===== config.mk =====
export PLATFORM = sky130hd
export DESIGN_NAME = button_encoder_input_qualifier_unit
export DESIGN_NICKNAME = d
export VERILOG_FILES = /design/src/rtl/beiq_pkg.sv /design/src/rtl/beiq_button_lane.sv /design/src/rtl/beiq_encoder.sv /design/src/rtl/button_encoder_input_qualifier_unit.sv
export SDC_FILE = /design/constraint.sdc
export NUM_CORES = 1
export LEC_CHECK = 0
export BUFFER_PORTS_ARGS = -buffer_cell sky130_fd_sc_hd__buf_2
export CORE_UTILIZATION = 54
export DETAILED_ROUTE_END_ITERATION = 10
export MAX_ROUTING_LAYER = met4
export PLACE_DENSITY_LB_ADDON = 0.05
export REMOVE_ABC_BUFFERS = 1
export SETUP_SLACK_MARGIN = 0.05
export SKIP_LAST_GASP = 1
export SLEW_MARGIN = 20
export SYNTH_ARGS = -nofsm -noshare
export SYNTH_HDL_FRONTEND = slang
export SYNTH_SLANG_ARGS = --single-unit

===== constraint.sdc =====
create_clock -name clk -period 10.8 [get_ports clk]
set_input_delay 0.54 -clock clk [delete_from_list [all_inputs] [get_ports clk]]
set_output_delay 0.54 -clock clk [all_outputs]
set_load 0.05 [all_outputs]

===== src/rtl/beiq_pkg.sv =====
package beiq_pkg;

  typedef enum logic [1:0] {
    OP_TICK     = 2'd0,
    OP_POLL     = 2'd1,
    OP_ENC_EDGE = 2'd2,
    OP_POWER    = 2'd3
  } op_t;

  typedef enum logic [1:0] {
    REG_DEBOUNCE = 2'd0,
    REG_LONG     = 2'd1,
    REG_UNMUTE   = 2'd2
  } reg_idx_t;

  localparam int unsigned IN_FIELDS = 2;  // button level bits carried by the input

  localparam logic [7:0]  DEBOUNCE_RST = 8'd3;
  localparam logic [15:0] LONG_RST     = 16'd2000;
  localparam logic [15:0] UNMUTE_RST   = 16'd1000;

  localparam logic [3:0] PAT_CW  = 4'b0110;
  localparam logic [3:0] PAT_CCW = 4'b0011;

  typedef struct packed {
    logic tick;
    logic poll;
  } lane_ctl_t;

  typedef struct packed {
    logic short_press;
    logic long_press;
  } lane_res_t;

  typedef struct packed {
    logic step_up;
    logic step_down;
  } enc_res_t;

endpackage


===== src/rtl/beiq_button_lane.sv =====
module beiq_button_lane (
  input  logic                 clk,
  input  logic                 rst_n,
  input  beiq_pkg::lane_ctl_t  ctl,
  input  logic                 level,
  input  logic [7:0]           debounce_ticks,
  input  logic [15:0]          long_press_ticks,
  output beiq_pkg::lane_res_t  res
);

  logic        stable_r, stable_nxt;
  logic        changing_r, changing_nxt;
  logic        held_r, held_nxt;
  logic        long_done_r, long_done_nxt;
  logic [15:0] hold_r, hold_nxt;
  logic [7:0]  settle_r, settle_nxt;

  always_comb begin
    stable_nxt    = stable_r;
    changing_nxt  = changing_r;
    held_nxt      = held_r;
    long_done_nxt = long_done_r;
    hold_nxt      = hold_r;
    settle_nxt    = settle_r;
    res           = '0;
    if (ctl.tick) begin
      if (settle_r != 8'hFF) settle_nxt = settle_r + 8'd1;
      if (hold_r != 16'hFFFF) hold_nxt = hold_r + 16'd1;
    end else if (ctl.poll) begin
      if (level != stable_r && !changing_r) begin
        changing_nxt = 1'b1;
        settle_nxt   = '0;
      end
      if (changing_nxt && settle_nxt >= debounce_ticks) begin
        // take the level seen now, even if it bounced back
        stable_nxt   = level;
        changing_nxt = 1'b0;
        if (!level) begin
          hold_nxt      = '0;
          held_nxt      = 1'b1;
          long_done_nxt = 1'b0;
        end else begin
          held_nxt        = 1'b0;
          res.short_press = (hold_r <= long_press_ticks);
        end
      end
      if (held_nxt && !long_done_nxt && hold_nxt > long_press_ticks) begin
        long_done_nxt  = 1'b1;
        res.long_press = 1'b1;
      end
    end
  end

  always_ff @(posedge clk) begin
    if (!rst_n) begin
      stable_r    <= 1'b1;
      changing_r  <= 1'b0;
      held_r      <= 1'b0;
      long_done_r <= 1'b0;
      hold_r      <= '0;
      settle_r    <= '0;
    end else begin
      stable_r    <= stable_nxt;
      changing_r  <= changing_nxt;
      held_r      <= held_nxt;
      long_done_r <= long_done_nxt;
      hold_r      <= hold_nxt;
      settle_r    <= settle_nxt;
    end
  end

endmodule


===== src/rtl/beiq_encoder.sv =====
module beiq_encoder (
  input  logic                clk,
  input  logic                rst_n,
  input  beiq_pkg::lane_ctl_t ctl,
  input  logic                edge_a,
  input  logic                enc_a,
  input  logic                enc_b,
  input  logic [7:0]          debounce_ticks,
  output beiq_pkg::enc_res_t  res
);

  logic [1:0] sample_r [2];
  logic [1:0] sample_nxt [2];
  logic       slot_r, slot_nxt;
  logic       pending_r, pending_nxt;
  logic [7:0] settle_r, settle_nxt;
  logic [3:0] pat;

  always_comb begin
    sample_nxt  = sample_r;
    slot_nxt    = slot_r;
    pending_nxt = pending_r;
    settle_nxt  = settle_r;
    pat         = '0;
    res         = '0;
    if (ctl.tick) begin
      if (settle_r != 8'hFF) settle_nxt = settle_r + 8'd1;
    end else if (ctl.poll) begin
      if (pending_r && settle_r >= debounce_ticks) begin
        pending_nxt          = 1'b0;
        sample_nxt[slot_r]   = {enc_a, enc_b};
        slot_nxt             = ~slot_r;
        // older sample sits in the slot not written now
        pat                  = {sample_r[~slot_r], enc_a, enc_b};
        res.step_up          = (pat == beiq_pkg::PAT_CW);
        res.step_down        = (pat == beiq_pkg::PAT_CCW);
      end
    end else if (edge_a && !pending_r) begin
      pending_nxt = 1'b1;
      settle_nxt  = '0;
    end
  end

  always_ff @(posedge clk) begin
    if (!rst_n) begin
      sample_r[0] <= '0;
      sample_r[1] <= '0;
      slot_r      <= 1'b0;
      pending_r   <= 1'b0;
      settle_r    <= '0;
    end else begin
      sample_r    <= sample_nxt;
      slot_r      <= slot_nxt;
      pending_r   <= pending_nxt;
      settle_r    <= settle_nxt;
    end
  end

endmodule


===== src/rtl/button_encoder_input_qualifier_unit.sv =====
// Input qualifier for a rotary encoder, long-press buttons and power-on mute.
// Input channel (in_*): tuser carries the operation (tick, poll, encoder A
// edge, power edge); tdata carries the button levels and the A/B levels.
// Every transfer in produces exactly one transfer out on out_*, carrying
// step up/down, short and long press bits per button and the mute level.
// Configuration (cfg_*): index 0 debounce ticks, 1 long press ticks,
// 2 unmute delay ticks; cfg_ready is always high, unknown indexes ignored.
// The result sits in a single output register, valid in the cycle after acceptance.
// Throughput: one item per cycle unless the output stalls; each button has
// its own lane and the encoder its own unit, all updated in the accepting
// cycle; lanes within the input field are merged into the output register.
// Stall: while out_tvalid is high and out_tready low, the result holds and
// in_tready drops; an input is taken in the same cycle the result leaves.
// Reset (rst_n low, synchronous): counters and flags clear, buttons read as
// released, output empty, registers return to 3 / 2000 / 1000.
module button_encoder_input_qualifier_unit #(
  parameter int unsigned BUTTON_COUNT = 2
) (
  input  logic        clk,
  input  logic        rst_n,
  input  logic        in_tvalid,
  output logic        in_tready,
  input  logic [7:0]  in_tdata,   // [1:0] button_levels, [2] encoder_a, [3] encoder_b
  input  logic [1:0]  in_tuser,   // [1:0] operation
  output logic        out_tvalid,
  input  logic        out_tready,
  output logic [7:0]  out_tdata,  // [0] step_up, [1] step_down, [3:2] short_press,
                                  // [5:4] long_press, [6] unmuted
  input  logic        cfg_valid,
  output logic        cfg_ready,
  input  logic [1:0]  cfg_index,
  input  logic [15:0] cfg_data
);

  logic [7:0]  debounce_r;
  logic [15:0] long_r;
  logic [15:0] unmute_dly_r;

  logic        accept;
  logic        edge_a;
  logic        power;
  beiq_pkg::lane_ctl_t ctl;
  beiq_pkg::enc_res_t  enc_res;
  beiq_pkg::lane_res_t lane_res [BUTTON_COUNT];

  logic [15:0] power_cnt_r, power_cnt_nxt;
  logic        unmute_r, unmute_nxt;

  logic        out_valid_r;
  logic [7:0]  out_data_r;
  logic [1:0]  short_bits, long_bits;

  assign cfg_ready = 1'b1;
  assign in_tready = !out_valid_r || out_tready;
  assign accept    = in_tvalid && in_tready;

  always_ff @(posedge clk) begin
    if (!rst_n) begin
      debounce_r   <= beiq_pkg::DEBOUNCE_RST;
      long_r       <= beiq_pkg::LONG_RST;
      unmute_dly_r <= beiq_pkg::UNMUTE_RST;
    end else if (cfg_valid) begin
      unique case (beiq_pkg::reg_idx_t'(cfg_index))
        beiq_pkg::REG_DEBOUNCE: debounce_r   <= cfg_data[7:0];
        beiq_pkg::REG_LONG:     long_r       <= cfg_data;
        beiq_pkg::REG_UNMUTE:   unmute_dly_r <= cfg_data;
        default: ;
      endcase
    end
  end

  always_comb begin
    ctl    = '0;
    edge_a = 1'b0;
    power  = 1'b0;
    if (accept) begin
      unique case (beiq_pkg::op_t'(in_tuser))
        beiq_pkg::OP_TICK:     ctl.tick = 1'b1;
        beiq_pkg::OP_POLL:     ctl.poll = 1'b1;
        beiq_pkg::OP_ENC_EDGE: edge_a   = 1'b1;
        beiq_pkg::OP_POWER:    power    = 1'b1;
        default: ;
      endcase
    end
  end

  for (genvar i = 0; i < BUTTON_COUNT; i++) begin : g_lane
    logic lvl;
    // buttons past the input field read as pushed
    if (i < beiq_pkg::IN_FIELDS) begin : g_pin
      assign lvl = in_tdata[i];
    end else begin : g_nopin
      assign lvl = 1'b0;
    end
    beiq_button_lane u_lane (
      .clk              (clk),
      .rst_n            (rst_n),
      .ctl              (ctl),
      .level            (lvl),
      .debounce_ticks   (debounce_r),
      .long_press_ticks (long_r),
      .res              (lane_res[i])
    );
  end

  beiq_encoder u_enc (
    .clk            (clk),
    .rst_n          (rst_n),
    .ctl            (ctl),
    .edge_a         (edge_a),
    .enc_a          (in_tdata[2]),
    .enc_b          (in_tdata[3]),
    .debounce_ticks (debounce_r),
    .res            (enc_res)
  );

  always_comb begin
    power_cnt_nxt = power_cnt_r;
    unmute_nxt    = unmute_r;
    if (ctl.tick) begin
      if (power_cnt_r != 16'hFFFF) power_cnt_nxt = power_cnt_r + 16'd1;
    end else if (ctl.poll) begin
      if (power_cnt_r >= unmute_dly_r) unmute_nxt = 1'b1;
    end else if (power) begin
      power_cnt_nxt = '0;
      unmute_nxt    = 1'b0;
    end
  end

  always_ff @(posedge clk) begin
    if (!rst_n) begin
      power_cnt_r <= '0;
      unmute_r    <= 1'b0;
    end else begin
      power_cnt_r <= power_cnt_nxt;
      unmute_r    <= unmute_nxt;
    end
  end

  // merge lanes; bits beyond the field width are dropped
  for (genvar j = 0; j < beiq_pkg::IN_FIELDS; j++) begin : g_merge
    if (j < BUTTON_COUNT) begin : g_used
      assign short_bits[j] = lane_res[j].short_press;
      assign long_bits[j]  = lane_res[j].long_press;
    end else begin : g_unused
      assign short_bits[j] = 1'b0;
      assign long_bits[j]  = 1'b0;
    end
  end

  always_ff @(posedge clk) begin
    if (!rst_n) begin
      out_valid_r <= 1'b0;
    end else if (accept) begin
      out_valid_r <= 1'b1;
    end else if (out_tready) begin
      out_valid_r <= 1'b0;
    end
  end

  always_ff @(posedge clk) begin
    if (accept) begin
      out_data_r <= {1'b0, unmute_nxt, long_bits, short_bits,
                     enc_res.step_down, enc_res.step_up};
    end
  end

  assign out_tvalid = out_valid_r;
  assign out_tdata  = out_data_r;

endmodule


# Word level (Yosys, flattened, before mapping)
# Index checks and enable logic that the tools add are counted.
[totals]
reg_bits = 135
out_inout_bits = 11
[classes]
add_sub_neg = 6
order_cmp = 11
n_eq_ne = 23
mux = 84
bitwise = 10
n_reduce_logical = 44
[op_table]
columns = ["operator", "n"]
rows = [
  ["two-way mux 16 bit", 18],
  ["two-way mux 8 bit", 16],
  ["adder 16 x 1 -> 16 bit (second input constant)", 3],
  ["!= test 16 bit (second input constant)", 3],
  ["two-way mux 1 bit", 43],
  ["greater-than comparator 16 bit", 2],
  ["less-or-equal comparator 16 bit", 2],
  ["adder 8 x 1 -> 8 bit (second input constant)", 3],
  [">= comparator 8 bit", 3],
  ["!= test 8 bit (second input constant)", 3],
  ["AND reduction 3 bit", 6],
  [">= comparator 16 bit", 1],
  ["!= test 2 x 1 -> 1 bit (second input constant)", 8],
  ["AND reduction 2 bit", 8],
  ["logical AND 1 bit", 12],
  ["two-way mux 2 bit", 5],
  ["nonzero test 2 bit", 5],
  ["inverter 1 bit", 8],
  ["OR reduction 4 bit", 2],
  ["== test 2 bit (second input constant)", 3],
  ["zero test 1 bit", 6],
  ["bitwise mux 4 bit", 1],
  ["== test 2 x 1 -> 1 bit (second input constant)", 2],
  ["== test 4 x 2 -> 1 bit (second input constant)", 1],
  ["other kinds (10)", 14],
]

# Logic depth before layout (Yosys ltp)
[depth]
depth_word = 15
ltp_mapped = 18
mapped_depth_nobuf = 16

# Modules after synthesis
# Synthesis repeated with hierarchy kept, for this count alone.
[hier_totals]
cells_unflattened = 1100
hier_area_um2 = 9243.9
[by_module_without_submodules]
columns = ["mod", "instances", "cells_per_inst", "area_each_um2"]
rows = [
  ["beiq_button_lane", 2, 329, 2686.3],
  ["button_encoder_input_qualifier_unit", 1, 339, 2989.1],
  ["beiq_encoder", 1, 103, 882.1],
]

# Worst setup path before layout
# OpenSTA, ideal clock, no wires.
[synth_timing]
kind = "in2reg"
start = "in in_tdata[1]"
end = "reg out_data_r[5] (netlist: out_tdata[5]) (data pin)"
arrival_time_ps = 3899
slack_ps = 6744
cell_stages = 17
n_path_buf = 2
path_cell_list = "clkbuf_1 -> xor2_1 -> nand2b_1 -> and2_1 -> ha_1 -> o21a_1 -> nor2_1 -> o31ai_2 -> nand2_2 -> clkbuf_1 -> and2_1 -> ha_1 -> nand4_1 -> a2111oi_0 -> nor4b_1 -> or3_1 -> nor3_1"
[synth_via]
elab_chain_cells = 14
word_cells_on_any_way = 27
cone_classes = "order compare: 2; eq/ne: 1; mux: 19; reduce/logical: 5"
[synth_rtl]
columns = ["element", "line", "rtl"]
rows = [
  ["start: declaration", "button_encoder_input_qualifier_unit.sv:23", "input logic [7:0] in_tdata,"],
  ["parallel branches: the longest is 12 deep, another holds greater-than comparator 16 bit", "--", ""],
  ["logical AND 1 bit *", "beiq_button_lane.sv:47", "if (held_nxt && !long_done_nxt && hold_nxt > long_press_ticks) begin"],
  ["two-way mux 1 bit *", "beiq_button_lane.sv:47", ""],
  ["end signal: assignment", "button_encoder_input_qualifier_unit.sv:163", "out_data_r <= {1'b0, unmute_nxt, long_bits, short_bits,"],
  ["end: declaration", "button_encoder_input_qualifier_unit.sv:50", "logic [7:0] out_data_r;"],
]
# Every way passes the cells marked *. The select of a mux whose other input is x is not followed.
# A chain may end at the register's enable or synchronous reset.

# Worst setup path in the final report
[layout_timing]
start = "reg g_lane[0].u_lane.stable_r"
end = "reg out_data_r[4] (netlist: out_tdata[4]) (data pin)"
[layout_via]
elab_chain_cells = 14
word_cells_on_any_way = 24
cone_classes = "order compare: 2; eq/ne: 1; mux: 16; reduce/logical: 5"
[layout_rtl]
columns = ["element", "line", "rtl"]
rows = [
  ["start: declaration", "beiq_button_lane.sv:11", "logic stable_r, stable_nxt;"],
  ["start signal: assignment", "beiq_button_lane.sv:63", "stable_r <= stable_nxt;"],
  ["!= test 1 bit *", "beiq_button_lane.sv:30", "if (level != stable_r && !changing_r) begin"],
  ["logical AND 1 bit *", "beiq_button_lane.sv:30", ""],
  ["two-way mux 8 bit", "beiq_button_lane.sv:30", ""],
  ["two-way mux 8 bit", "beiq_button_lane.sv:29", "end else if (ctl.poll) begin"],
  ["two-way mux 8 bit", "beiq_button_lane.sv:26", "if (ctl.tick) begin"],
  [">= comparator 8 bit", "beiq_button_lane.sv:34", "if (changing_nxt && settle_nxt >= debounce_ticks) begin"],
  ["logical AND 1 bit *", "beiq_button_lane.sv:34", ""],
  ["parallel branches: the longest is 5 deep, another holds greater-than comparator 16 bit", "--", ""],
  ["logical AND 1 bit *", "beiq_button_lane.sv:47", ""],
  ["two-way mux 1 bit *", "beiq_button_lane.sv:47", ""],
]
# Marks and branches as above.

==> out/qor.csv <==
stage,metric,value,unit
cells_and_area,final_layout_size_suffix_gt1_frac,0.0967,
logic_synthesis,synth.largest_area_cell,dfxtp_1,
sta,rsz0062_at_grt,false,
worst_setup_path,required,10.97,ns
floorplan,die_h,130,µm
sta,whs,0.372,ns
clock_tree,clock_latency,0.43,ns
flow_run,maxCapViolations,0,
detailed_routing,drt-vias-per-instance,5.88,
floorplan,die_area,17000,µm²
logic_synthesis,synthXorXnorAreaFrac,0.0216,
detailed_routing,via_count,7954,
worst_setup_path,r2r_cells,14,
place,place_inst,1321,
clock_tree,cts_buffer_depth,2,
worst_setup_path,reg2reg_slack,6.27,ns
pwr,internal-power,0.906,mW
sta,drv_slew,0,
cells_and_area,syn2layout_area_growth,10.2,%
sta,setup_viol,0,
logic_synthesis,async_reset_ff_frac,0,
logic_synthesis,synth_ff_type,dfxtp_1,
sta,finClkSkew,0.00884,ns
clock_tree,ctsResizeCount,0,
worst_setup_path,crit_cells,14,
logic_synthesis,synth-seq-area-share,0.311,
logic_synthesis,synth_mux_area_frac,0.0136,
place,place_area,9250,µm²
pwr,pwr-share-clk,0.463,
worst_setup_path,setup.worst_path.end_class,flip-flop,
cells_and_area,seq_area,2770,µm²
logic_synthesis,syn-cell-area,8910,µm²
sta,setup_ws,6.27,ns
global_routing,antenna_found_initial,0,
detailed_routing,drt-total-wl,23.1,mm
cells_and_area,fill_cells,1512,
cells_and_area,stdcell_count,1353,
global_routing,grt.total_usage,0.289,
detailed_routing,drtIter0Drc,588,
detailed_routing,antenna_left,0,
logic_synthesis,avgSynthCellArea,8.09,µm²
pwr,total_power,1.24,mW
min_path,holdPathStages,3,
detailed_routing,dr.pass1.iters,5,
logic_synthesis,netlist.area_leader.share,0.288,
global_routing,grt_pass1_wl,36.6,mm
detailed_routing,wl_per_cell,17.1,µm
sta,fmax,221,MHz
sta,slew_headroom,0.213,
worst_setup_path,path_class,flip-flop to flip-flop,
logic_synthesis,ys_types,81,
worst_setup_path,cpMaxStageDelayCell,nor2b_1,
floorplan,num_io_pins,44,
pwr,power.leakage,4.04,nW
floorplan,core_area,16000,µm²
worst_setup_path,cp_top_family,simple AND/OR/NAND/NOR gates,
floorplan,row_count,46,
worst_setup_path,crit_path_start_kind,flip-flop,
outcome,status,completed,
clock_tree,cts_tree,yes,
pwr,seqPwrFrac,0.424,
worst_setup_path,path_max_fanout,22,
worst_setup_path,worstPathArrival,4.71,ns
floorplan,start_util,0.557,
cells_and_area,final_common_cell,nand2_1,
worst_setup_path,path_cells,xor2_1 > nor2b_1 > nand2b_1 > ha_1 > nand2b_1 > a2111o_1 > a311oi_2 > or3_2 > and2_1 > ha_1 > nand4_1 > nor4_1 > nor2_1 > and3_1,
place,portBuffers,37,
logic_synthesis,synth_compound_area_frac,0.199,
cells_and_area,antenna_cells,0,
pwr,switching_share,0.268,
sta,period_share,0.420,
clock_tree,ctsHtreeMaxLevel,4,
min_path,min_path_type,input port to flip-flop,
worst_setup_path,cp.buffers_inverters,0,
pwr,p_per_area,126,nW/µm²
cells_and_area,final_area,9820,µm²
place,dp_hpwl,16.6,mm
pwr,p_switching,0.333,mW
logic_synthesis,synth_fa_ha_area_frac,0.154,
clock_tree,post_cts_buffers,0,
sta,post-route-min-period,4.53,ns
logic_synthesis,ys_ff_latch,135,
logic_synthesis,syn_inst,1102,
pwr,comb_power_share,0.112,
logic_synthesis,synth-edff-count,7,
place,gp_congestion,0.844,
clock_tree,clock_sinks,135,
pwr,peakVddDrop,0.114,mV
clock_tree,path_clk_slew,0.06,ns
cells_and_area,final_util,0.614,
clock_tree,holdBufCountCts,0,
cells_and_area,layout_common_cells,"nand2_1, dfxtp_1, ha_1",
sta,hold_viol,0,
global_routing,grt_max_degree,59,
floorplan,die_w,130,µm
worst_setup_path,critical-path-max-stage-delay,0.64,ns
cells_and_area,multi_input_area,5760,µm²
sta,tightest_slew,1.18,ns
logic_synthesis,yosys.area_share.simple,0.257,
logic_synthesis,synth_top_family_by_area,simple AND/OR/NAND/NOR gates,
global_routing,gr-total-overflow,0,
clock_tree,cts-buffers-inserted,17,
detailed_routing,drc,0,
global_routing,grt_pass1_vias,7055,
logic_synthesis,synth_area_leaders,"dfxtp_1, ha_1, nand2_1",
place,pre_cts_slack,5.92,ns
logic_synthesis,yosys_warnings,0,
sta,tns,0,ns
clock_tree,cts_root_buffer,clkbuf_16,
cells_and_area,nets,1267,
==> registers in the layout, indices dropped and copies added, names as in the netlist <==
name and count:
debounce_r 8, g_lane.u_lane.changing_r 2, g_lane.u_lane.held_r 2, g_lane.u_lane.hold_r 32, g_lane.u_lane.long_done_r 2, g_lane.u_lane.settle_r 16, g_lane.u_lane.stable_r 2, long_r 16
out_tdata 7, out_tvalid 1, power_cnt_r 16, u_enc.pending_r 1, u_enc.sample_r 4, u_enc.settle_r 8, u_enc.slot_r 1, unmute_dly_r 16
unmute_r 1
==> power groups by stage <==
| stage | combinational, mW | sequential (mW) | clock (mW) |
|---|---|---|---|
| 6_report | 0.139 | 0.526 | 0.574 |
| 5_1_grt | 0.155 | 0.527 | 0.605 |
| 2_1_floorplan | 0.0861 | 0.538 | 0 |
| 3_5_place_dp | 0.138 | 0.536 | 0 |
| 3_3_place_gp | 0.136 | 0.536 | 0 |
| 4_1_cts | 0.139 | 0.525 | 0.583 |
==> cell type report <==
cell class / instances / area share
Clock buffer: 20 / 0.0455
Clock inverter: 12 / 0.0131
Inverter: 52 / 0.0199
Multi-Input combinational cell: 873 / 0.587
Sequential cell: 135 / 0.282
Tap cell: 216 / 0.0275
Timing Repair Buffer: 45 / 0.0250
==> metal layers <==
metal / vias up / share of wire / GRT usage / routed length (µm)
li1: 4050 / - / - / -
met2: 174 / 0.46 / 0.461 / 10600
met4: 0 / 0.014 / 0.0669 / 314
met3: 32 / 0.049 / 0.0517 / 1120
met5: - / 0 / - / 0
met1: 3698 / 0.48 / 0.381 / 11000
==> worst paths after layout <==
path	startpoint	to
max reg2reg	g_lane[0].u_lane.stable_r$_SDFFE_PN1P_	out_tdata[4]$_SDFFCE_PN0P_
max	g_lane[0].u_lane.stable_r$_SDFFE_PN1P_	out_tdata[4]$_SDFFCE_PN0P_
min reg2reg	unmute_dly_r[2]$_SDFFE_PN0P_	unmute_dly_r[2]$_SDFFE_PN0P_
min	cfg_data[12]	long_r[12]$_SDFFE_PN0P_
==> worst min-delay path: cells and delay by family <==
family                 cells  cell delay, ns
AO/OA/AOI/OAI              1            0.05
buffers and inverters      1            0.11
AND/OR/NAND/NOR            1            0.05
==> synth_stat cells (5+ instances only) <==
cell and count:
a211oi_1 16, a21o_1 11, a21oi_1 97, a221oi_1 7, a31oi_1 18, and2_1 41
and3_1 16, and4_1 5, buf_2 12, clkbuf_1 25, dfxtp_1 128, edfxtp_1 7
ha_1 110, inv_1 50, mux2i_1 11, nand2_1 145, nand2b_1 13, nand3_1 37
nand4_1 33, nor2_1 87, nor2b_1 16, nor3_1 21, nor3b_1 8, nor4_1 7
o211ai_1 18, o21a_1 5, o21ai_0 41, o221a_2 8, o22ai_1 6, or2_2 5
xnor2_1 5, xor2_1 17
==> logic make-up (layout without fill, tap and decap cells) <==
logic type	Yosys count	in the layout
adders and majority gates	110	110
xor gates and xnor gates	22	22
AOI/OAI and AO/OA	270	270
muxes	12	12
buffers and inverters	94	129
and+or+nand+nor	457	457
DFF	135	135
other	2	2
Note: power is estimated with default switching activity, not from simulation.
